`src/rtl/nnvs_pkg.sv`:
```
// Shared types and constants for the nearest-neighbour vehicle selector.
`default_nettype none
package nnvs_pkg;

   // Field widths
   localparam int COORD_W     = 24;
   localparam int DIFF_W      = COORD_W + 1;
   localparam int DIST_W      = 26;
   localparam int ID_W        = 8;
   localparam int CFG_W       = 16;
   localparam int CSR_INDEX_W = 3;
   localparam int REGIONS     = 3;

   // Queue depths
   localparam int ITEM_QUEUE_DEPTH   = 4;
   localparam int RESULT_QUEUE_DEPTH = 2;

   // Region slots
   localparam int REGION_FRONT = 0;
   localparam int REGION_RIGHT = 1;
   localparam int REGION_LEFT  = 2;

   // Register indexes
   localparam logic [CSR_INDEX_W-1:0] CSR_FRONT_NEAR   = 3'd0;
   localparam logic [CSR_INDEX_W-1:0] CSR_FRONT_FAR    = 3'd1;
   localparam logic [CSR_INDEX_W-1:0] CSR_LANE_HALF    = 3'd2;
   localparam logic [CSR_INDEX_W-1:0] CSR_ADJACENT_FAR = 3'd3;

   // Register reset values, centimeters
   localparam logic [CFG_W-1:0] FRONT_NEAR_RESET   = 16'd400;
   localparam logic [CFG_W-1:0] FRONT_FAR_RESET    = 16'd1500;
   localparam logic [CFG_W-1:0] LANE_HALF_RESET    = 16'd175;
   localparam logic [CFG_W-1:0] ADJACENT_FAR_RESET = 16'd530;

   // Classified vehicle handed from front to back
   typedef struct packed {
      logic [DIST_W-1:0]  mdist;
      logic [ID_W-1:0]    id;
      logic [REGIONS-1:0] hit;
      logic               last;
   } item_type;

   // One query result
   typedef struct packed {
      logic [ID_W-1:0] front_id;
      logic            front_found;
      logic [ID_W-1:0] right_id;
      logic            right_found;
      logic [ID_W-1:0] left_id;
      logic            left_found;
   } result_type;

endpackage
`default_nettype wire

```
`src/rtl/nnvs_fifo.sv`:
```
// Small first-in first-out queue of registers.
`default_nettype none
module nnvs_fifo
   import nnvs_pkg::*;
#(
   parameter int WIDTH = 8,
   parameter int DEPTH = 4
) (
   input  wire logic             clock,
   input  wire logic             reset,
   input  wire logic             push,
   input  wire logic [WIDTH-1:0] wdata,
   output logic                  full,
   input  wire logic             pop,
   output logic      [WIDTH-1:0] rdata,
   output logic                  empty
);

   localparam int PTR_W = (DEPTH > 1) ? $clog2(DEPTH) : 1;
   localparam int CNT_W = $clog2(DEPTH + 1);

   logic [WIDTH-1:0] mem [DEPTH];
   logic [PTR_W-1:0] wr_ptr_ff, wr_ptr_in;
   logic [PTR_W-1:0] rd_ptr_ff, rd_ptr_in;
   logic [CNT_W-1:0] count_ff, count_in;
   logic             do_push, do_pop;

   assign do_push = push && !full;
   assign do_pop  = pop && !empty;
   assign full    = (count_ff == CNT_W'(DEPTH));
   assign empty   = (count_ff == '0);
   assign rdata   = mem[rd_ptr_ff];

   // Pointer and fill count update
   always_comb begin
      wr_ptr_in = wr_ptr_ff;
      rd_ptr_in = rd_ptr_ff;
      count_in  = count_ff;
      if (do_push) begin
         wr_ptr_in = (wr_ptr_ff == PTR_W'(DEPTH - 1)) ? '0 : wr_ptr_ff + 1'b1;
      end
      if (do_pop) begin
         rd_ptr_in = (rd_ptr_ff == PTR_W'(DEPTH - 1)) ? '0 : rd_ptr_ff + 1'b1;
      end
      if (do_push && !do_pop) begin
         count_in = count_ff + 1'b1;
      end else if (do_pop && !do_push) begin
         count_in = count_ff - 1'b1;
      end
   end

   always_ff @(posedge clock) begin
      if (reset) begin
         wr_ptr_ff <= '0;
         rd_ptr_ff <= '0;
         count_ff  <= '0;
      end else begin
         wr_ptr_ff <= wr_ptr_in;
         rd_ptr_ff <= rd_ptr_in;
         count_ff  <= count_in;
      end
   end

   // Storage write
   always_ff @(posedge clock) begin
      if (do_push) begin
         mem[wr_ptr_ff] <= wdata;
      end
   end

endmodule
`default_nettype wire

```
`src/rtl/nnvs_front.sv`:
```
// Front end: accepts vehicle beats, holds the region bounds, classifies.
`default_nettype none
module nnvs_front
   import nnvs_pkg::*;
(
   input  wire logic                   clock,
   input  wire logic                   reset,
   // vehicle input
   input  wire logic                   push,
   output logic                        full,
   input  wire logic signed [COORD_W-1:0] ego_x,
   input  wire logic signed [COORD_W-1:0] ego_y,
   input  wire logic signed [COORD_W-1:0] veh_x,
   input  wire logic signed [COORD_W-1:0] veh_y,
   input  wire logic [ID_W-1:0]        veh_id,
   input  wire logic                   in_lane,
   input  wire logic                   last,
   // register writes
   input  wire logic                   csr_valid,
   output logic                        csr_ready,
   input  wire logic [CSR_INDEX_W-1:0] csr_index,
   input  wire logic [CFG_W-1:0]       csr_wdata,
   // item queue
   output logic                        q_push,
   output item_type                    q_item,
   input  wire logic                   q_full
);

   logic [CFG_W-1:0] front_near_ff, front_far_ff, lane_half_ff, adjacent_far_ff;

   logic                     s1_valid_ff, s1_valid_in;
   logic signed [DIFF_W-1:0] dx_ff, dy_ff;
   logic [ID_W-1:0]          id_ff;
   logic                     in_lane_ff, last_ff;

   logic                     accept, advance, keep;
   logic [DIFF_W-1:0]        adx, ady;
   logic signed [DIFF_W-1:0] near_s, far_s, lh_s, af_s, lh_neg, af_neg;
   logic                     front_hit, right_hit, left_hit;

   // Register file, always ready
   assign csr_ready = 1'b1;

   always_ff @(posedge clock) begin
      if (reset) begin
         front_near_ff   <= FRONT_NEAR_RESET;
         front_far_ff    <= FRONT_FAR_RESET;
         lane_half_ff    <= LANE_HALF_RESET;
         adjacent_far_ff <= ADJACENT_FAR_RESET;
      end else if (csr_valid) begin
         case (csr_index)
            CSR_FRONT_NEAR:   front_near_ff   <= csr_wdata;
            CSR_FRONT_FAR:    front_far_ff    <= csr_wdata;
            CSR_LANE_HALF:    lane_half_ff    <= csr_wdata;
            CSR_ADJACENT_FAR: adjacent_far_ff <= csr_wdata;
            default: ;
         endcase
      end
   end

   // Input stage: offsets to the ego vehicle
   assign advance     = s1_valid_ff && !q_full;
   assign full        = s1_valid_ff && q_full;
   assign accept      = push && !full;
   assign s1_valid_in = accept || (s1_valid_ff && !advance);

   always_ff @(posedge clock) begin
      if (reset) begin
         s1_valid_ff <= 1'b0;
      end else begin
         s1_valid_ff <= s1_valid_in;
      end
   end

   always_ff @(posedge clock) begin
      if (accept) begin
         dx_ff      <= DIFF_W'(veh_x) - DIFF_W'(ego_x);
         dy_ff      <= DIFF_W'(veh_y) - DIFF_W'(ego_y);
         id_ff      <= veh_id;
         in_lane_ff <= in_lane;
         last_ff    <= last;
      end
   end

   // Classification against the region bounds
   assign near_s = $signed({{(DIFF_W-CFG_W){1'b0}}, front_near_ff});
   assign far_s  = $signed({{(DIFF_W-CFG_W){1'b0}}, front_far_ff});
   assign lh_s   = $signed({{(DIFF_W-CFG_W){1'b0}}, lane_half_ff});
   assign af_s   = $signed({{(DIFF_W-CFG_W){1'b0}}, adjacent_far_ff});
   assign lh_neg = -lh_s;
   assign af_neg = -af_s;

   assign adx = dx_ff[DIFF_W-1] ? DIFF_W'(-dx_ff) : DIFF_W'(dx_ff);
   assign ady = dy_ff[DIFF_W-1] ? DIFF_W'(-dy_ff) : DIFF_W'(dy_ff);

   assign front_hit = in_lane_ff && (dx_ff > near_s) && (dx_ff < far_s)
                      && (dy_ff > lh_neg) && (dy_ff < lh_s);
   assign right_hit = in_lane_ff && (dy_ff > af_neg) && (dy_ff < lh_neg);
   assign left_hit  = in_lane_ff && (dy_ff > lh_s) && (dy_ff < af_s);

   always_comb begin
      q_item                    = '0;
      q_item.mdist              = DIST_W'(adx) + DIST_W'(ady);
      q_item.id                 = id_ff;
      q_item.hit[REGION_FRONT]  = front_hit;
      q_item.hit[REGION_RIGHT]  = right_hit;
      q_item.hit[REGION_LEFT]   = left_hit;
      q_item.last               = last_ff;
   end

   // Beats that touch no region and close no query are dropped here
   assign keep   = front_hit || right_hit || left_hit || last_ff;
   assign q_push = advance && keep;

endmodule
`default_nettype wire

```
`src/rtl/nnvs_back.sv`:
```
// Back end: running minimum per region and result build on the last beat.
`default_nettype none
module nnvs_back
   import nnvs_pkg::*;
(
   input  wire logic     clock,
   input  wire logic     reset,
   // item queue
   input  wire item_type q_item,
   input  wire logic     q_empty,
   output logic          q_pop,
   // result queue
   output logic          r_push,
   output result_type    r_result,
   input  wire logic     r_full
);

   logic [DIST_W-1:0]  best_dist_ff [REGIONS];
   logic [DIST_W-1:0]  best_dist_in [REGIONS];
   logic [ID_W-1:0]    best_id_ff   [REGIONS];
   logic [ID_W-1:0]    best_id_in   [REGIONS];
   logic [REGIONS-1:0] found_ff, found_in;
   logic [REGIONS-1:0] take;

   // A closing beat waits for room in the result queue
   assign q_pop  = !q_empty && (!q_item.last || !r_full);
   assign r_push = q_pop && q_item.last;

   // Strictly smaller distance replaces, so the first of equals stays
   always_comb begin
      for (int r = 0; r < REGIONS; r++) begin
         take[r] = q_item.hit[r] && (!found_ff[r] || (q_item.mdist < best_dist_ff[r]));
         best_dist_in[r] = take[r] ? q_item.mdist : best_dist_ff[r];
         best_id_in[r]   = take[r] ? q_item.id : best_id_ff[r];
         found_in[r]     = found_ff[r] || take[r];
      end
   end

   // Result from the updated state
   always_comb begin
      r_result             = '0;
      r_result.front_found = found_in[REGION_FRONT];
      r_result.front_id    = found_in[REGION_FRONT] ? best_id_in[REGION_FRONT] : '0;
      r_result.right_found = found_in[REGION_RIGHT];
      r_result.right_id    = found_in[REGION_RIGHT] ? best_id_in[REGION_RIGHT] : '0;
      r_result.left_found  = found_in[REGION_LEFT];
      r_result.left_id     = found_in[REGION_LEFT] ? best_id_in[REGION_LEFT] : '0;
   end

   // Found flags: cleared at reset and after each query
   always_ff @(posedge clock) begin
      if (reset) begin
         found_ff <= '0;
      end else if (q_pop) begin
         found_ff <= q_item.last ? '0 : found_in;
      end
   end

   // Best entries only matter while their found flag is set
   always_ff @(posedge clock) begin
      if (q_pop) begin
         for (int r = 0; r < REGIONS; r++) begin
            best_dist_ff[r] <= best_dist_in[r];
            best_id_ff[r]   <= best_id_in[r];
         end
      end
   end

endmodule
`default_nettype wire

```
`src/rtl/nearest_neighbour_vehicle_select.sv`:
```
// Top level of the nearest-neighbour vehicle selector.
//
// Vehicle beats enter on push/full: ego and vehicle position, id, in_lane
// flag and a last marker that closes the query. For each in-lane vehicle
// the front end forms its offset to the ego and tests the front, right and
// left regions; the back end keeps the nearest vehicle (Manhattan distance,
// first one wins ties) per region. The last beat of a query produces one
// result on empty/pop with three ids and found flags, then clears.
// Region bounds are written on the csr_ port, which is always ready; write
// them only while no query is in flight.
// A result passes the input stage, item queue and result queue.
// Throughput: one beat per cycle while full is low, set by the classify
// stage and the minimum update in the back end.
// When the result side is not popped, up to RESULT_DEPTH results wait;
// the back end then holds the next closing beat at the head of the item
// queue, the beats behind it fill the queue and the input stage, and full
// rises.
// Reset (synchronous) clears both queues and the running state and loads
// the default bounds; no clearing pass is needed.
`default_nettype none
module nearest_neighbour_vehicle_select
   import nnvs_pkg::*;
#(
   parameter int ITEM_DEPTH   = ITEM_QUEUE_DEPTH,
   parameter int RESULT_DEPTH = RESULT_QUEUE_DEPTH
) (
   input  wire logic                      clock,
   input  wire logic                      reset,
   // vehicle input
   input  wire logic                      push,
   output logic                           full,
   input  wire logic signed [COORD_W-1:0] req_ego_x,
   input  wire logic signed [COORD_W-1:0] req_ego_y,
   input  wire logic signed [COORD_W-1:0] req_veh_x,
   input  wire logic signed [COORD_W-1:0] req_veh_y,
   input  wire logic [ID_W-1:0]           req_veh_id,
   input  wire logic                      req_in_lane,
   input  wire logic                      req_last,
   // results
   output logic                           empty,
   input  wire logic                      pop,
   output logic [ID_W-1:0]                rsp_front_id,
   output logic                           rsp_front_found,
   output logic [ID_W-1:0]                rsp_right_id,
   output logic                           rsp_right_found,
   output logic [ID_W-1:0]                rsp_left_id,
   output logic                           rsp_left_found,
   // register writes
   input  wire logic                      csr_valid,
   output logic                           csr_ready,
   input  wire logic [CSR_INDEX_W-1:0]    csr_index,
   input  wire logic [CFG_W-1:0]          csr_wdata
);

   logic       q_push, q_full, q_pop, q_empty;
   item_type   q_wdata, q_rdata;
   logic       r_push, r_full;
   result_type r_wdata, r_rdata;

   nnvs_front u_front (
      .clock     (clock),
      .reset     (reset),
      .push      (push),
      .full      (full),
      .ego_x     (req_ego_x),
      .ego_y     (req_ego_y),
      .veh_x     (req_veh_x),
      .veh_y     (req_veh_y),
      .veh_id    (req_veh_id),
      .in_lane   (req_in_lane),
      .last      (req_last),
      .csr_valid (csr_valid),
      .csr_ready (csr_ready),
      .csr_index (csr_index),
      .csr_wdata (csr_wdata),
      .q_push    (q_push),
      .q_item    (q_wdata),
      .q_full    (q_full)
   );

   nnvs_fifo #(
      .WIDTH ($bits(item_type)),
      .DEPTH (ITEM_DEPTH)
   ) u_item_queue (
      .clock (clock),
      .reset (reset),
      .push  (q_push),
      .wdata (q_wdata),
      .full  (q_full),
      .pop   (q_pop),
      .rdata (q_rdata),
      .empty (q_empty)
   );

   nnvs_back u_back (
      .clock    (clock),
      .reset    (reset),
      .q_item   (q_rdata),
      .q_empty  (q_empty),
      .q_pop    (q_pop),
      .r_push   (r_push),
      .r_result (r_wdata),
      .r_full   (r_full)
   );

   nnvs_fifo #(
      .WIDTH ($bits(result_type)),
      .DEPTH (RESULT_DEPTH)
   ) u_result_queue (
      .clock (clock),
      .reset (reset),
      .push  (r_push),
      .wdata (r_wdata),
      .full  (r_full),
      .pop   (pop),
      .rdata (r_rdata),
      .empty (empty)
   );

   assign rsp_front_id    = r_rdata.front_id;
   assign rsp_front_found = r_rdata.front_found;
   assign rsp_right_id    = r_rdata.right_id;
   assign rsp_right_found = r_rdata.right_found;
   assign rsp_left_id     = r_rdata.left_id;
   assign rsp_left_found  = r_rdata.left_found;

endmodule
`default_nettype wire

```
`config.mk`:
```
export PLATFORM = sky130hd
export DESIGN_NAME = nearest_neighbour_vehicle_select
export DESIGN_NICKNAME = d
export VERILOG_FILES = /design/src/rtl/nnvs_pkg.sv /design/src/rtl/nnvs_fifo.sv /design/src/rtl/nnvs_front.sv /design/src/rtl/nnvs_back.sv /design/src/rtl/nearest_neighbour_vehicle_select.sv
export SDC_FILE = /design/constraint.sdc
export NUM_CORES = 1
export LEC_CHECK = 0
export ABC_CLOCK_PERIOD_IN_PS = 5750
export BUFFER_PORTS_ARGS = -buffer_cell sky130_fd_sc_hd__buf_2
export CAP_MARGIN = 0
export CORE_MARGIN = 2
export CORE_UTILIZATION = 53
export CTS_BUF_LIST = sky130_fd_sc_hd__clkbuf_16
export DETAILED_ROUTE_END_ITERATION = 10
export PLACE_DENSITY_LB_ADDON = 0.1
export SLEW_MARGIN = 20
export SYNTH_ARGS = -nofsm -noshare
export SYNTH_HDL_FRONTEND = slang
export SYNTH_SLANG_ARGS = --single-unit
```
`constraint.sdc`:
```
create_clock -name clock -period 5.75 [get_ports clock]
set_clock_uncertainty 0.15 [all_clocks]
set_input_delay 0 -clock clock [delete_from_list [all_inputs] [get_ports clock]]
set_output_delay 0 -clock clock [all_outputs]
set_load 0.05 [all_outputs]
```
# Word level (Yosys, flattened, before mapping)
# Memory sizes are Yosys's and may differ from the RTL's. A register that Yosys moved wholly into a read port is not among the register bits.
# Cells that the tools add are included.
# W data, S select, Z words.
# classes
addsub,15
n_lt_le_gt_ge,11
eq_ne,7
n_mux,30
n_reduce_logical,60
# op_table
cell,count
$lt A26 B26 Y1,3
$mux W26,3
$lt A25 B17 Y1,3
$gt A25 B17 Y1,2
$gt A25 B25 Y1,2
$mux W25,2
$neg A16 Y25,2
$neg A25 Y25,2
$sub A24 B24 Y25,2
$mux W8,6
$add A25 B25 Y26,1
$logic_and A1 B1 Y1,26
$lt A25 B25 Y1,1
$logic_not A1 Y1,14
$mux W2,6
$logic_or A1 B1 Y1,11
$mux W1,10
$mux W3,3
$reduce_and A2 Y1,4
$add A2 B1 Y2 const B,3
$eq A2 B2 Y1 const B,3
$eq A3 B2 Y1 const B,2
$logic_not A3 Y1,2
$reduce_bool A2 Y1,2
other kinds (7),8
# word_totals
register_bits,139
ram_bits,308
inputBits,130
out_inout_bits,30
elab_cells,144
mem_count,4
# memory_table
memory,words,word_bits,read_ports,rd_clocked_by_memory_dff,write_ports,line,source
u_item_queue.mem,4,38,1,1,1,nnvs_fifo.sv:22,logic [WIDTH-1:0] mem [DEPTH];
u_back.best_dist_ff,3,26,3,0,3,nnvs_back.sv:18,logic [DIST_W-1:0] best_dist_ff [REGIONS];
u_result_queue.mem,2,27,1,1,1,nnvs_fifo.sv:22,
u_back.best_id_ff,3,8,3,0,3,nnvs_back.sv:20,logic [ID_W-1:0] best_id_ff [REGIONS];

# Depth between registers and ports, before layout
# Gate-level depths: netlist (run 1).
# logic_depth
depth_word,14
ltp_mapped,22
mapped_depth_nobuf,22

# Cells and area by module
# Synthesis (run 1) repeated with hierarchy kept, for this count alone.
# unflattened
hier_cells,2436
area_unflattened_um2,26853.3
# modules_own_cells
mod,n_inst,cells_per_inst,area_per_inst_um2
nnvs_front,1,1459,12005.3
nnvs_back,1,620,6711.4
nnvs_fifo (u_item_queue),1,248,5973.2
nnvs_fifo (u_result_queue),1,109,2163.3

# Least setup slack after synthesis (run 1)
# No wires, ideal clock.
# synth_path
kind,flip-flop to flip-flop
startpoint,register with a tool-made name
endpoint,"memory u_back.best_dist_ff[1][0], in the netlist u_back.best_dist_ff[0][26] (enable)"
arrival_ps,5043
t_required_ps,5215
slack_ps,172
path_stages_with_launch,16
n_path_buf,4
synth_period_minus_slack_ps,5578
path_cell_list,dfxtp_1 -> buf_2 -> clkbuf_1 -> buf_1 -> mux4_2 -> ha_1 -> a21o_1 -> a21o_1 -> a21o_1 -> a21o_1 -> a21oi_1 -> o21ai_0 -> o31ai_2 -> and2_0 -> buf_2 -> and3_1
# synth_lines
item,line
to (decl),nnvs_back.sv:18

# Final worst setup path (run 1)
# layout_path
startpoint,register u_front.lane_half_ff[0]
endpoint,register u_item_queue.count_ff[2]
# layout_between
elab_chain_cells,12
# layout_rtl
item,line,source
from (decl),nnvs_front.sv:29,"logic [CFG_W-1:0] front_near_ff, front_far_ff, lane_half_ff, adjacent_far_ff;"
from (signal assigned),nnvs_front.sv:54,CSR_LANE_HALF: lane_half_ff <= csr_wdata;
$neg A16 Y25,nnvs_front.sv:90,assign lh_neg = -lh_s;
$gt A25 B25 Y1,nnvs_front.sv:97,&& (dy_ff > lh_neg) && (dy_ff < lh_s);
$logic_and A1 B1 Y1 (2 in a row),nnvs_front.sv:97,
$logic_or A1 B1 Y1,nnvs_front.sv:112,assign keep = front_hit || right_hit || left_hit || last_ff;
$logic_or A1 B1 Y1 * (2 in a row),nnvs_front.sv:112,
$logic_and A1 B1 Y1 *,nnvs_front.sv:113,assign q_push = advance && keep;
$logic_and A1 B1 Y1 *,nnvs_fifo.sv:28,assign do_push = push && !full;
named net u_item_queue.do_push,nnvs_fifo.sv:26,"logic do_push, do_pop;"
$logic_not A1 Y1,nnvs_fifo.sv:47,end else if (do_pop && !do_push) begin
$logic_and A1 B1 Y1,nnvs_fifo.sv:47,
$reduce_bool A2 Y1 (no line),n/a,
to (signal assigned),nnvs_fifo.sv:60,count_ff <= count_in;
to (decl),nnvs_fifo.sv:25,"logic [CNT_W-1:0] count_ff, count_in;"
# Mark *: on every way through the listed nets, which the timed path passes. The rest lies on a longest branch.
# A chain may end at the register's enable or synchronous reset.

==> results by group, run 1 <==
Clocking
  • Clock Tree Buf Depth: 3
  • CTS tree: built
  • Skew-Pair Late Insertion Delay: 610 ps
  • CTS Sinks: 450
  • Clock transition at the registers of the reported paths: 60 ps
  • H-Tree Level Count: 2
  • CTS root buf: clkbuf_16
  • Number of CTS-inserted buffers: 48
  • Post-CTS Setup Bufs: 0

Synth
  • EDFF count, synth: 368
  • Synth Flop Type: edfxtp_1
  • Cell area after synthesis: 25,800 um^2
  • Ys Warns: 0
  • Commonest cells post-synth: 368 x edfxtp_1, 270 x ha_1, 265 x nand2_1
  • Number of synthesized register bits: 450
  • Yosys cell types: 72
  • Synth Net Count: 2,744
  • Count leader, synth: edfxtp_1
  • Cells after Synth: 2,340
  • Async SR Flop Fraction: 0
  • Synth area leader: edfxtp_1
  • Top cells by area, synth: edfxtp_1 43%, ha_1 13%, dfxtp_1 6.4%
  • Top cell type's share of synthesized area: 0.428
  • Mean Syn Cell Area: 11.0 um^2
  • Register area share after synthesis: 0.491

Floorplanning
  • Core outline area: 47,900 um^2
  • Die area: 50,600 um^2
  • Initial Util: 0.539
  • I/O pin count: 160
  • Rows: 80
  • Die height: 225 um
  • Chip Width: 225 um

Global routing
  • Vias in the first global route: 19,300
  • Global Route Usage Sum: 0.248
  • Remaining global-route overflow: 0
  • Initial antenna violation count: 0
  • First-pass GRT wire length: 99,600 um
  • Largest net degree at the start of global routing: 82

STA
  • Fin. max-slew vios: 0
  • Final setup viols: 0
  • Slew margin rel.: 0.410
  • Min Tclk post-route: 5380 ps
  • F_max: 0.186 GHz
  • Slew @ Worst Pin: 885 ps
  • Final Hold Viols: 0
  • Unrepaired setup endpoints after global routing: false
  • Setup TNS: 0 ps
  • Final period utilization: 0.935

Run
  • Max cap viols: 0

Status
  • Status: finished clean

Power
  • Power per cell area: 453 nW/um^2
  • Overall power: 14.2 mW
  • Pleak: 13.0 nW
  • Worst VDD drop: 0.316 mV

Route
  • WL/cell: 18.5 um
  • Routed WL: 62,400 um
  • Post-route DRC: 0
  • Vias per inst: 5.65
  • Routed met2 length: 30,400 um
  • WL met1: 27,000 um
  • 1st-iter DRT viols: 1,127
  • Detailed Routing Iterations Pass 1: 7
  • Via count: 19,100
  • Top layer in use: met4
  • DRT antenna net count: 0
  • WL met3: 2430 um

Cells and area
  • Final net count: 3,124
  • Share of cells above drive strength 1: 0.138
  • Antenna cell count: 0
  • Area growth from synthesis to layout: 21.4%
  • Finished Layout Cells: 3,375
  • Filler cell count: 3,649

Placed design
  • Hpwl dp: 44,100 um
  • Port-buffer cells: 158
  • Dpl cells: 3,085
  • Final GP Congestion: 0.910

Min path
  • Worst min path class: in -> reg

Critical path
  • Worst EP required: 6110 ps
  • CP endpoint kind: flip-flop
  • CP max FO: 5
  • Startpoint types: flip-flop
  • WS Path Type: reg -> reg
  • Crit path arrival time: 5740 ps
[layer usage]
| layer | up-vias | GRT usage |
|---|---|---|
| li1 | 9305 | - |
| met1 | 9182 | 0.316 |
| met2 | 450 | 0.426 |
| met3 | 146 | 0.0371 |
| met4 | 0 | 0.0996 |
| met5 | - | 0 |
[worst max-delay path: stages, from the launching register on]
cell	delay (ps)
dfxtp_1	350
inv_1	90
ha_1	200
inv_1	70
nor4_1	230
buf_4	180
nand2_1	150
nor2_1	150
xnor2_1	130
ha_1	260
a21o_1	180
a21o_1	180
a221o_1	300
a221oi_2	330
mux2i_1	160
or4_4	580
o211a_1	150
nor2_1	170
ha_1	210
inv_1	60
fa_1	370
xor2_1	160
or3_1	300
a21oi_1	140
[flip-flops by register name, summed over array words and instances (netlist names), 2 cells and up, named ones only]
register	flops
u_back.best_dist_ff	78
u_back.best_id_ff	24
u_back.found_ff	3
u_front.adjacent_far_ff	16
u_front.dx_ff	25
u_front.dy_ff	25
u_front.front_far_ff	16
u_front.front_near_ff	16
u_front.id_ff	8
u_front.lane_half_ff	16
u_item_queue.count_ff	3
u_item_queue.mem	152
u_item_queue.rd_ptr_ff	2
u_item_queue.wr_ptr_ff	2
u_result_queue.count_ff	2
u_result_queue.mem	54
[layout by cell type, fill, tap and decap left out, types with 16 or more instances in the layout]
cell type and n:
ha_1 270, o21ai_0 98, nand4_1 37, mux2_2 35, edfxtp_1 368, inv_1 256
nor3_1 42, nor2_1 88, buf_2 158, o21a_1 17, nand3_1 32, dfxtp_1 81
buf_4 26, nor4_1 24, a21o_1 74, mux4_2 38, a21oi_1 142, xnor2_1 111
clkbuf_16 49, nand2b_1 25, nor2b_1 21, nand2_1 265, xor2_1 20, bufinv_16 16
dlygate4sd3_1 200, and3_1 17, nand3b_1 18
[stage by stage]
stage	worst slack [ps]	hold WS, ps	utilization	instance area [um^2]
after floorplan	172	-51.1	-	25800
after global placement	405	26.2	0.573	27500
after detailed placement	296	28.1	0.573	27500
after CTS	264	1.05	0.654	31400
after global routing	22.1	36.6	0.655	31400
final	373	41.0	0.655	31400
[cell families (layout without fill, tap and decap cells)]
family | after synthesis | after routing | share of synthesized area
buffers and inverters | 310 | 730 | 0.0454
XOR/XNOR | 131 | 131 | 0.0444
other | 1 | 1 | 0.000145
multiplexers | 76 | 76 | 0.0495
AND/OR/NAND/NOR | 634 | 634 | 0.120
adder cells (fa/ha/maj) | 274 | 274 | 0.134
AO/OA/AOI/OAI | 464 | 464 | 0.116
flip-flops | 450 | 450 | 0.491
[what timing repair did]
item	in CTS	in global routing
endpoints found under the setup margin	0	2
hold buffers	200	0
hold endpoints to repair	146	0
resized for setup	0	4
[report_power, final]
part	internal [mW]	switching, mW
logic	2.11	3.31
clock network	2.29	1.33
registers	4.81	0.391
[path summary, 6_finish.rpt]
kind | startpoint | endpoint | slack (ps) | cells after the start
setup reg to reg | u_front.lane_half_ff[0] | u_item_queue.count_ff[2] | 370 | 23
setup / recovery | u_front.lane_half_ff[0] | u_item_queue.count_ff[2] | 370 | 23
hold / removal | req_ego_x[14] | u_front.dx_ff[15] | 40 | 5
hold reg to reg | u_front.front_far_ff[11] | u_front.front_far_ff[11] | 310 | 2
[area by class of cell]
cell class,count,area [um^2],share of cell area
clock inverter,41,657,0.0209
sequential,450,12700,0.404
clock buffer,49,1230,0.0391
tap,615,769,0.0245
timing repair buffer,387,3050,0.0971
multi-input combinational,1580,12000,0.384
inverter,253,950,0.0303
No activity file was read; power rests on OpenSTA's default activity.
==> inputs of run 2 (changes only) <==
--- a/config.mk
+++ b/config.mk
@@ -12,7 +12,7 @@
 export CORE_UTILIZATION = 53
 export CTS_BUF_LIST = sky130_fd_sc_hd__clkbuf_16
 export DETAILED_ROUTE_END_ITERATION = 10
-export PLACE_DENSITY_LB_ADDON = 0.1
+export PLACE_DENSITY_LB_ADDON = 0.08
 export SLEW_MARGIN = 20
 export SYNTH_ARGS = -nofsm -noshare
 export SYNTH_HDL_FRONTEND = slang
==> run 2 against run 1 <==
Compared with the run above:
- core utilization shrank 0.85 points
- critical path type unchanged
- highest routed layer unchanged
- register-to-register slack gained 50 ps
- power shrank 5.2%
- sequential power is essentially flat
==> results by group, run 2 (same netlist as run 1, synthesis figures left out) <==
Power
  • Worst VDD drop: 0.223 mV (-30%)
  • Net Sw Frac: 0.367 (+0.0137)
  • Overall power: 13.5 mW (-5.2%)
  • Clock power frac: 0.215 (-0.039)
  • Power per cell area: 436 nW/um^2 (-3.9%)
  • Pleak: 12.9 nW (-1.3%)
  • Flop pwr share: 0.384 (+0.019)
  • Internal Pwr Total: 8.54 mW (-7.2%)
  • Combinational share of power: 0.401 (+0.020)
  • Sw power: 4.96 mW (-1.5%)

STA
  • Final setup viols: 0 (unchanged)
  • Unrepaired setup endpoints after global routing: false
  • Min Tclk post-route: 5330 ps (-51.5 ps)
  • Fin. max-slew vios: 0 (unchanged)
  • Setup TNS: 0 ps (unchanged)
  • F_max: 0.188 GHz (+0.97%)
  • PnR worst setup slack: 424 ps (+51.5 ps)
  • Slew margin rel.: 0.405 (-0.00492)
  • Final period utilization: 0.926 (-0.00896)
  • Slew @ Worst Pin: 892 ps (+7.38 ps)
  • Final Hold Viols: 0 (unchanged)

Critical path
  • CP endpoint kind: flip-flop
  • Crit path largest cell delay: 590 ps (about the same)
  • Worst EP required: 6120 ps (about the same)
  • Worst Reg-to-Reg Cells: 23 (unchanged)
  • Startpoint types: flip-flop
  • CP max stage cell: or4_4
  • Crit path cell chain: inv_1, ha_1, inv_1, nor4_1, buf_4, nand2_1, nor2_1, xnor2_1, ha_1, a21o_1, a21o_1, a221o_1, a221oi_2, mux2i_1, or4_4, o211a_1, nor2_1, ha_1, inv_1, fa_1, xor2_1, or3_1, a21oi_1
  • WS Path Type: reg -> reg
  • Crit path arrival time: 5690 ps (-50 ps)
  • CP max FO: 5 (unchanged)

Floorplanning
  • Rows: 80 (unchanged)
  • I/O pin count: 160 (unchanged)
  • Initial Util: 0.539 (unchanged)
  • Core outline area: 47,900 um^2 (unchanged)
  • Chip Width: 225 um (unchanged)
  • Die area: 50,600 um^2 (unchanged)
  • Die height: 225 um (unchanged)

Clocking
  • CTS Sinks: 450 (unchanged)
  • Post-CTS Setup Bufs: 0 (unchanged)
  • H-Tree Level Count: 2 (unchanged)
  • Clock transition at the registers of the reported paths: 60 ps (about the same)
  • CTS root buf: clkbuf_16
  • Clock Tree Buf Depth: 3 (unchanged)
  • Skew-Pair Late Insertion Delay: 590 ps (-20 ps)
  • CTS tree: built
  • Number of CTS-inserted buffers: 47 (-2.1%)

Global routing
  • Largest net degree at the start of global routing: 82 (unchanged)
  • Initial antenna violation count: 0 (unchanged)
  • Global Route Usage Sum: 0.242 (-0.00617)
  • Vias in the first global route: 18,800 (-2.9%)
  • First-pass GRT wire length: 97,200 um (-2.4%)
  • Remaining global-route overflow: 0 (unchanged)

Route
  • Detailed Routing Iterations Pass 1: 5 (-2)
  • Post-route DRC: 0 (unchanged)
  • 1st-iter DRT viols: 1,330 (+18%)
  • Via count: 19,000 (-0.52%)
  • Vias per inst: 5.63 (-0.40%)
  • Routed WL: 60,800 um (-2.5%)
  • DRT antenna net count: 0 (unchanged)
  • WL/cell: 18.0 um (-2.4%)

Placed design
  • Post-place setup slack: 330 ps (+33.4 ps)
  • Final GP Congestion: 0.902 (-0.93%)
  • Hpwl dp: 43,200 um (-2.0%)
  • Port-buffer cells: 158 (unchanged)

Run
  • Max cap viols: 0 (unchanged)

Cells and area
  • Commonest cells after routing, fill and taps aside: 368 x edfxtp_1, 270 x ha_1, 266 x inv_1
  • Final net count: 3,121 (-0.096%)
  • Share of cells above drive strength 1: 0.133 (-0.00524)
  • Top Registers: u_item_queue.mem (152), u_back.best_dist_ff (78), u_result_queue.mem (54)
  • Biggest register: u_item_queue.mem
  • Flip-flop count of the largest register after layout: 152 (unchanged)
  • Antenna cell count: 0 (unchanged)
  • Layout Utilization: 0.646 (-0.00845)
  • Area growth from synthesis to layout: 19.8%
  • Commonest non-fill, non-tap cell in the layout: edfxtp_1

Min path
  • Worst min path class: in -> reg
  • Hold Path Stages: 7 (+2)

Status
  • Status: finished clean
[run 2: worst paths after layout]
path                            startpoint                        to  slack [ps]
setup / recovery   u_front.lane_half_ff[1]  u_item_queue.count_ff[2]         420
hold / removal               req_ego_y[19]         u_front.dy_ff[20]          40
setup reg to reg   u_front.lane_half_ff[1]  u_item_queue.count_ff[2]         420
hold reg to reg   u_front.front_far_ff[12]  u_front.front_far_ff[12]         310
[run 2: routing by layer]
metal	global-route usage	up-vias	routed length, um
met5	0	-	0
met4	0.0705	0	1700
met3	0.0346	100	2350
met2	0.422	391	30000
met1	0.314	9183	26800
li1	-	9310	-
[run 2: power groups by stage]
stage | Combinational (mW) | Clock, mW | Sequential [mW]
2_1_floorplan | 3.87 | 0 | 5.09
3_3_place_gp | 5.06 | 0 | 5.22
3_5_place_dp | 5.22 | 0 | 5.25
4_1_cts | 5.44 | 2.98 | 5.18
5_1_grt | 6.07 | 3.11 | 5.25
6_report | 5.42 | 2.90 | 5.18
[run 2: through the flow]
step	instances	hold WS [ps]	instance area (um^2)
6_report	3371	37.2	31000
5_1_grt	3371	22.2	31000
4_1_cts	3371	2.20	31000
3_5_place_dp	3086	28.7	27500
3_3_place_gp	3086	28.4	27500
2_1_floorplan	2340	-51.1	25800
[run 2: what timing repair did]
action / CTS / global route
hold endpoints to repair: 139 / 0
gates resized for setup: 0 / 3
setup endpoints to repair: 0 / 1
hold buffers: 197 / 0
[run 2: final cells by class]
cell class / instances / area (um^2)
fillers: 3736 / 17000
flip-flops and latches: 450 / 12700
multi-input cells: 1580 / 12000
repair buffers: 385 / 3040
clock buffers: 48 / 1200
inverters: 253 / 950
well taps: 615 / 769
clock inverters: 40 / 285
[run 2: critical path: cells and delay by family (launching register included)]
| family | cells | cell delay [ps] |
|---|---|---|
| multiplexers | 1 | 160 |
| AND/OR/NAND/NOR | 6 | 1580 |
| adder cells (fa/ha/maj) | 4 | 1050 |
| flip-flops | 1 | 340 |
| XOR/XNOR | 2 | 300 |
| AO/OA/AOI/OAI | 6 | 1250 |
| buffers and inverters | 4 | 420 |
